===== config.mk =====
export PLATFORM = sky130hd
export DESIGN_NAME = ezr_cordic
export DESIGN_NICKNAME = d
export VERILOG_FILES = /design/src/design/ezr_pkg.sv /design/src/design/ezr_cordic.sv
export SDC_FILE = /design/constraint.sdc
export NUM_CORES = 2
export LEC_CHECK = 0
export ABC_AREA = 0
export BUFFER_PORTS_ARGS = -buffer_cell sky130_fd_sc_hd__clkbuf_2
export CORE_MARGIN = 1
export CORE_UTILIZATION = 39
export CTS_BUF_LIST = sky130_fd_sc_hd__clkbuf_4 sky130_fd_sc_hd__clkbuf_8
export DETAILED_ROUTE_END_ITERATION = 6
export HOLD_SLACK_MARGIN = 0.05
export PLACE_DENSITY_LB_ADDON = 0.3
export SYNTH_ARGS = -nofsm -noshare
export SYNTH_HDL_FRONTEND = slang
export SYNTH_SLANG_ARGS = --single-unit

===== constraint.sdc =====
create_clock -name clk -period 17 [get_ports clk]
set_input_delay 3.4 -clock clk [delete_from_list [all_inputs] [get_ports clk]]
set_output_delay 3.4 -clock clk [all_outputs]
set_load 0.01 [all_outputs]

===== src/design/ezr_pkg.sv =====
`default_nettype none
package ezr_pkg;

  localparam int CordicIters = 16;
  localparam int ZW = 20;
  localparam int XW = 27;
  localparam logic signed [ZW-1:0] PiQ16 = 20'sd205887;
  localparam logic signed [ZW-1:0] PiHalfQ16 = 20'sd102944;
  localparam logic signed [XW-1:0] GainQ24 = 27'sd10188014;
  localparam logic signed [15:0] OneQ14 = 16'sd16384;
  localparam int PipeStages = 8;

  typedef struct packed {
    logic signed [15:0] angle_first;
    logic signed [15:0] angle_second;
    logic signed [15:0] angle_third;
  } ezr_in_t;

  typedef struct packed {
    logic signed [15:0] m_r0_c0;
    logic signed [15:0] m_r0_c1;
    logic signed [15:0] m_r0_c2;
    logic signed [15:0] m_r1_c0;
    logic signed [15:0] m_r1_c1;
    logic signed [15:0] m_r1_c2;
    logic signed [15:0] m_r2_c0;
    logic signed [15:0] m_r2_c1;
    logic signed [15:0] m_r2_c2;
  } ezr_out_t;

  typedef struct packed {
    logic signed [15:0] s;
    logic signed [15:0] c;
  } ezr_sc_t;

  function automatic logic signed [ZW-1:0] atan_q16(input int i);
    case (i)
      0: atan_q16 = 20'sd51472;
      1: atan_q16 = 20'sd30386;
      2: atan_q16 = 20'sd16055;
      3: atan_q16 = 20'sd8150;
      4: atan_q16 = 20'sd4091;
      5: atan_q16 = 20'sd2047;
      6: atan_q16 = 20'sd1024;
      7: atan_q16 = 20'sd512;
      8: atan_q16 = 20'sd256;
      9: atan_q16 = 20'sd128;
      10: atan_q16 = 20'sd64;
      11: atan_q16 = 20'sd32;
      12: atan_q16 = 20'sd16;
      13: atan_q16 = 20'sd8;
      14: atan_q16 = 20'sd4;
      default: atan_q16 = 20'sd2;
    endcase
  endfunction

  function automatic logic signed [15:0] sat_one48(input logic signed [47:0] v);
    if (v > 48'sd16384) sat_one48 = OneQ14;
    else if (v < -48'sd16384) sat_one48 = -OneQ14;
    else sat_one48 = v[15:0];
  endfunction

endpackage
`default_nettype wire


===== src/design/ezr_cordic.sv =====
`default_nettype none
// Four-iteration-per-stage CORDIC sine/cosine, 5 register stages.
module ezr_cordic import ezr_pkg::*; (
  input  wire logic                  clk,
  input  wire logic                  en,
  input  wire logic signed [15:0]    ang,
  output ezr_sc_t                    sc
);

  // The residual angle is dropped after the last stage, so z has one register fewer.
  logic signed [ZW-1:0] z_r   [0:3];
  logic signed [XW-1:0] x_r   [0:4];
  logic signed [XW-1:0] y_r   [0:4];
  logic                 flip_r[0:4];

  logic signed [ZW-1:0] z0;
  logic                 f0;

  always_comb begin
    z0 = {{(ZW-19){ang[15]}}, ang, 3'b000};
    f0 = 1'b0;
    if (z0 > PiHalfQ16) begin
      z0 = z0 - PiQ16;
      f0 = 1'b1;
    end else if (z0 < -PiHalfQ16) begin
      z0 = z0 + PiQ16;
      f0 = 1'b1;
    end
  end

  always_ff @(posedge clk) begin
    if (en) begin
      z_r[0] <= z0;
      x_r[0] <= GainQ24;
      y_r[0] <= '0;
      flip_r[0] <= f0;
    end
  end

  for (genvar g = 0; g < 4; g++) begin : g_stage
    logic signed [ZW-1:0] zn;
    logic signed [XW-1:0] xn, yn, dx, dy;
    always_comb begin
      zn = z_r[g];
      xn = x_r[g];
      yn = y_r[g];
      for (int k = 0; k < 4; k++) begin
        dx = yn >>> (g*4 + k);
        dy = xn >>> (g*4 + k);
        if (zn >= 0) begin
          xn = xn - dx;
          yn = yn + dy;
          zn = zn - atan_q16(g*4 + k);
        end else begin
          xn = xn + dx;
          yn = yn - dy;
          zn = zn + atan_q16(g*4 + k);
        end
      end
    end
    always_ff @(posedge clk) begin
      if (en) begin
        x_r[g+1] <= xn;
        y_r[g+1] <= yn;
        flip_r[g+1] <= flip_r[g];
      end
    end
    if (g < 3) begin : g_z
      always_ff @(posedge clk) begin
        if (en) begin
          z_r[g+1] <= zn;
        end
      end
    end
  end

  logic signed [47:0] xr, yr;
  logic signed [15:0] xs, ys;
  always_comb begin
    xr = 48'((48'(x_r[4]) + 48'sd512) >>> 10);
    yr = 48'((48'(y_r[4]) + 48'sd512) >>> 10);
    xs = sat_one48(xr);
    ys = sat_one48(yr);
    sc.c = flip_r[4] ? -xs : xs;
    sc.s = flip_r[4] ? -ys : ys;
  end

endmodule
`default_nettype wire


Word level (Yosys, flattened, before mapping)
Memories as Yosys holds them, arrays and structs flattened.
Cells that the tools add are included.
{"block": "op_classes", "muxes": 89, "n_lt_le_gt_ge": 22, "add_sub_neg": 99}
{"cell": "two-way mux 20 bit", "n": 47}
{"cell": "two-way mux 27 bit", "n": 32}
{"cell": "greater-or-equal comparator 20 x 1 -> 1 bit, second input constant", "n": 16}
{"cell": "adder 20 bit", "n": 15}
{"cell": "subtractor 20 bit", "n": 15}
{"cell": "two-way mux 16 bit", "n": 6}
{"cell": "adder 27 x 11 -> 28 bit, second input constant", "n": 2}
{"cell": "adder 27 x 12 -> 27 bit", "n": 2}
{"cell": "adder 27 x 13 -> 27 bit", "n": 2}
{"cell": "adder 27 x 14 -> 27 bit", "n": 2}
{"cell": "adder 27 x 15 -> 27 bit", "n": 2}
{"cell": "adder 27 x 16 -> 27 bit", "n": 2}
{"cell": "adder 27 x 17 -> 27 bit", "n": 2}
{"cell": "adder 27 x 18 -> 27 bit", "n": 2}
{"cell": "adder 27 x 19 -> 27 bit", "n": 2}
{"cell": "adder 27 x 20 -> 27 bit", "n": 2}
{"cell": "adder 27 x 21 -> 27 bit", "n": 2}
{"cell": "adder 27 x 22 -> 27 bit", "n": 2}
{"cell": "adder 27 x 23 -> 27 bit", "n": 2}
{"cell": "adder 27 x 24 -> 27 bit", "n": 2}
{"cell": "adder 27 x 25 -> 27 bit", "n": 2}
{"cell": "adder 27 x 26 -> 27 bit", "n": 2}
{"cell": "subtractor 27 x 12 -> 27 bit", "n": 2}
{"cell": "subtractor 27 x 13 -> 27 bit", "n": 2}
{"cell": "other kinds (23)", "n": 43}
{"block": "word_totals", "mem_bits_rw": 355, "memories": 4, "output_inout_bits": 32, "wordCells": 214, "inputBits": 18, "ff_bits": 0}
{"name": "x_r", "words": 5, "width": 27, "rd": 5, "rd_clocked_by_memory_dff": 0, "wr": 5, "line_no": "ezr_cordic.sv:12", "source": "logic signed [XW-1:0] x_r [0:4];"}
{"name": "y_r", "words": 5, "width": 27, "rd": 5, "rd_clocked_by_memory_dff": 0, "wr": 5, "line_no": "ezr_cordic.sv:13", "source": "logic signed [XW-1:0] y_r [0:4];"}
{"name": "z_r", "words": 4, "width": 20, "rd": 4, "rd_clocked_by_memory_dff": 0, "wr": 4, "line_no": "ezr_cordic.sv:11", "source": "logic signed [ZW-1:0] z_r [0:3];"}
{"name": "flip_r", "words": 5, "width": 1, "rd": 5, "rd_clocked_by_memory_dff": 0, "wr": 5, "line_no": "ezr_cordic.sv:14", "source": "logic flip_r[0:4];"}

Logic depth before layout (Yosys ltp)
{"block": "logic_depth", "depth_word": 16, "depth_mapped": 69, "ltp_nobuf": 68}

Worst setup path before layout
No wires, ideal clock.
{"block": "synth_path", "path_type": "reg-to-reg", "start": "memory z_r[3][19]", "end": "memory x_r[4][26] (netlist: x_r[0][134]) (data pin)", "path_slack_ps": 2931, "arrival_time_ps": 13804, "synth_period_minus_slack_ps": 14069, "required_ps": 16735, "stages_incl_launch_ff": 55, "path_buffers": 3, "setup_time_ps": 265, "path_cell_list": "edfxtp_1 > inv_1 > ha_1 > nor4b_1 > nand4_1 > o41a_1 > inv_2 > buf_1 > ha_1 > a211oi_1 > o21ai_0 > a41oi_1 > a21oi_1 > a211o_1 > a21oi_1 > xor2_1 > clkbuf_1 > clkbuf_1 > [19 not listed] > a311o_1 > xor2_1 > nor4_1 > a21oi_1 > xnor2_1 > ha_1 > a211oi_1 > nand2_1 > a211oi_1 > nor2_1 > a2111oi_0 > nor3b_1 > o21a_1 > a221o_1 > a41oi_1 > nand2b_1 > a221oi_1 > xnor2_1"}
{"item": "start, declared", "line_no": "ezr_cordic.sv:11"}
{"item": "end, declared", "line_no": "ezr_cordic.sv:12"}

==> results.txt <==
The flow ran to the end, but the final reports show violations. The final reports fail on design-rule violations. For the remaining max-slew budget at the tightest pin, the log shows 0.156. By area, the combinational part of the netlist is dominated by compound AO/OA/AOI/OAI gates. The area share of the leading cell type in the synthesized netlist works out to 0.191. The area used by sequential logic in the layout is 0.00844 mm². The logs give 17000 for the filler cell count in the final layout and 0 for the number of routed nets with antenna violations. The fraction of layout instances using a drive strength above 1 is 0.0451. In the synthesized netlist the dominant register cell turns out to be sky130_fd_sc_hd__edfxtp_1.

After global routing the overflow that remains totals 0. In this run the worst path has a maximum fanout of 31. Setup repair after global routing left no endpoint under its margin. The first global-routing pass estimated 315 mm of wire. The share of synthesized registers carrying an async set or reset was 0; the number of top-level pins was 50. TritonCTS built the clock tree. After clock tree synthesis, the flow added hold-fix buffers numbering 0. Worst-margin pin slew: 1.26 ns.

Synthesis inferred 281 register bits. The clock arrives with 0.0469 ns of skew. The first-iteration detailed-routing DRC count was 4310; the number of max-slew violations in the final report was 0. In this run the vertical extent of the chip is 410 µm. Yosys attributes the largest share of cell area to sky130_fd_sc_hd__ha_1, sky130_fd_sc_hd__edfxtp_1, sky130_fd_sc_hd__xnor2_1. Setup violations remaining at the end of the flow were counted as 0.

Area growth from synthesis to final layout: 6.21%. The kind of end point of the critical path is a register. The mux share of post-synthesis cell area was 0.0162; the register area share after synthesis was 0.130. The effective utilization at floorplan came out at 0.393.

The startpoint type of the worst setup path is a register. Dividing the detail-routed wire length by the instance count gives 18.6 µm. In the routed design, unresolved DRC markers number 6. The worst hold path stage count was 0.

The pre-antenna-repair detailed-routing pass consisted of 7 iterations. Routability-driven placement finished with a final weighted congestion of 0.970. The largest net degree at the start of global routing is 68, and the complex-gate fraction of the synthesized area is 0.264. The number of global-route vias before repair is 58500, and the post-route minimum period is 15.64 ns.

The slowest stage of the critical path belongs to the cell sky130_fd_sc_hd__a2111oi_0. The longest clock path from root to sink contains 3 buffers. The most frequent cell on the critical path is sky130_fd_sc_hd__xnor2_1.

The H-tree generated during clock tree synthesis spans 2 levels. The number of nets handed over by synthesis was 9419. Most repeated cell in the gate-level netlist after synthesis: sky130_fd_sc_hd__ha_1. The area inside the core boundary is 0.165 mm².

Summing all multi-input logic gate instances after layout gives 0.0541 mm². The global routing usage summed across all routing layers was 0.228; the floorplan row count was 149. The routed design has 197 mm of wire.

The achievable frequency came out at 63.9 MHz. By count the netlist is led by sky130_fd_sc_hd__ha_1, sky130_fd_sc_hd__xnor2_1, sky130_fd_sc_hd__a21oi_1. The Yosys step of the flow raised 0 warnings.

The tools report the core utilization of the finished layout as 0.417. After clock tree synthesis, the clock-pin slew on the worst setup and hold paths is 0.06 ns. The portion of the clock cycle consumed by the worst path in the final layout was 0.920; the CTS sink count was 281. The final layout contains 9411 nets.

The average instance in the mapped netlist occupies 7.75 µm². In the final timing run, aggregate negative setup slack is 0 ns. The vias per cell works out to 5.79.

Data on the critical path is required at its endpoint by 17.44 ns. For the worst-skew pair, the clock arrives at the later sink with an insertion delay of 0.72 ns. The worst stage delay on the critical path works out to 0.88 ns. The synthesized design spends more area on one cell type than any other, namely sky130_fd_sc_hd__ha_1. The number of cells on the worst reg-to-reg path is 56.

Simple-gate share of the synthesized area: 0.181. In this run the cell area of the synthesized design comes to 0.0649 mm². The number of buffer cells added on primary ports was 49; the HPWL after detailed placement was 165 mm.

Class of the tightest hold or removal check: register to register. The number of enable-type register cells in the synthesized netlist was 281. The adder-cell share of the synthesized area is 0.203. The classification of the worst setup path was register to register. Synthesis handed over a netlist of 8371 instances. The tools report the worst path arrival time as 16.09 ns.

Horizontal extent of the die: 410 µm. The die area is 0.168 mm², and the max capacitance violation total is 0. The final-report hold violation count came out at 0.

Clock tree synthesis inserted a total of 54 buffers. The tools report the number of antenna violations at the first check in global routing as 6. Summing over every cut layer, the via total after detailed routing is 61400.

Xor and xnor area share after synthesis: 0.167. The tree is rooted in a sky130_fd_sc_hd__clkbuf_8. The count of distinct cell types in the synthesized netlist came out at 110.
[stage by stage]
step	cells	hold WS [ns]	area, µm²	setup slack [ns]
floorplan	8371	0.400	64900	2.93
global placement	10500	0.402	67700	1.07
detailed placement	10500	0.405	67700	0.827
CTS	10600	0.416	68900	0.754
global route	10600	0.419	68900	0.0554
finish	10600	0.415	68900	1.36
[critical path, delay by kind of cell (launching register included)]
| kind | cells | cell delay (ns) |
|---|---|---|
| XOR/XNOR | 7 | 1.25 |
| flip-flops | 1 | 0.47 |
| AND/OR/NAND/NOR | 20 | 6.10 |
| adder cells (fa/ha/maj) | 4 | 1.53 |
| buffers and inverters | 4 | 0.90 |
| AO/OA/AOI/OAI | 21 | 5.07 |
[path summary, 6_finish.rpt]
check | start | to | slack [ns]
min reg2reg | flip_r[0][2]$_DFFE_PP_ | flip_r[0][3]$_DFFE_PP_ | 0.41
max | z_r[2][7]$_DFFE_PP_ | y_r[0][107]$_DFFE_PP_ | 1.36
max reg2reg | z_r[2][7]$_DFFE_PP_ | y_r[0][107]$_DFFE_PP_ | 1.36
min | flip_r[0][2]$_DFFE_PP_ | flip_r[0][3]$_DFFE_PP_ | 0.41
[registers in the layout, summed over array words and instances (netlist names)]
register,flops
x_r,99
z_r,79
y_r,99
flip_r,4
[metal layers]
| metal | global-route usage | vias to the layer above | part of all wire |
|---|---|---|---|
| li1 | - | 30700 | - |
| met4 | 0.0611 | 8 | 0.025 |
| met2 | 0.384 | 1443 | 0.46 |
| met5 | 0 | - | 0.00028 |
| met3 | 0.0217 | 252 | 0.046 |
| met1 | 0.309 | 29000 | 0.47 |
[area by class of cell]
cell class                      instances  share of cell area
Multi-Input combinational cell       7413               0.784
Sequential cell                       281               0.122
Tap cell                             2189              0.0397
Inverter                              519              0.0283
Clock buffer                           67              0.0124
Timing Repair Buffer                   94             0.00860
Clock inverter                         30             0.00414
Antenna cell                            5            0.000181
[kinds of logic (layout without fill, tap and decap cells)]
| family | after synthesis | after routing |
|---|---|---|
| compound gates | 2661 | 2661 |
| simple gates | 2405 | 2405 |
| xor+xnor | 1220 | 1220 |
| fa+ha+maj | 1030 | 1030 |
| buf+inv | 677 | 710 |
| flops | 281 | 281 |
| mux | 97 | 97 |
| other cells | 0 | 5 |
[cells in the final DEF (no fill, tap or decap), types with 142 or more instances in the layout]
master / instances
sky130_fd_sc_hd__nand2_1: 544
sky130_fd_sc_hd__nand2b_1: 142
sky130_fd_sc_hd__xnor2_1: 835
sky130_fd_sc_hd__o21ai_0: 535
sky130_fd_sc_hd__a21o_1: 288
sky130_fd_sc_hd__nand3_1: 168
sky130_fd_sc_hd__inv_1: 510
sky130_fd_sc_hd__edfxtp_1: 281
sky130_fd_sc_hd__xor2_1: 371
sky130_fd_sc_hd__ha_1: 993
sky130_fd_sc_hd__nor2_1: 694
sky130_fd_sc_hd__a21oi_1: 796
sky130_fd_sc_hd__nor3_1: 218
[repair_timing]
| action | in CTS | in global routing |
|---|---|---|
| setup buffers | 0 | 2 |
| resized for setup | 0 | 16 |
| setup endpoints to repair | 0 | 21 |
Power is not shown: default switching activity piles up to over one toggle a cycle in this logic, so the estimate is an artifact.
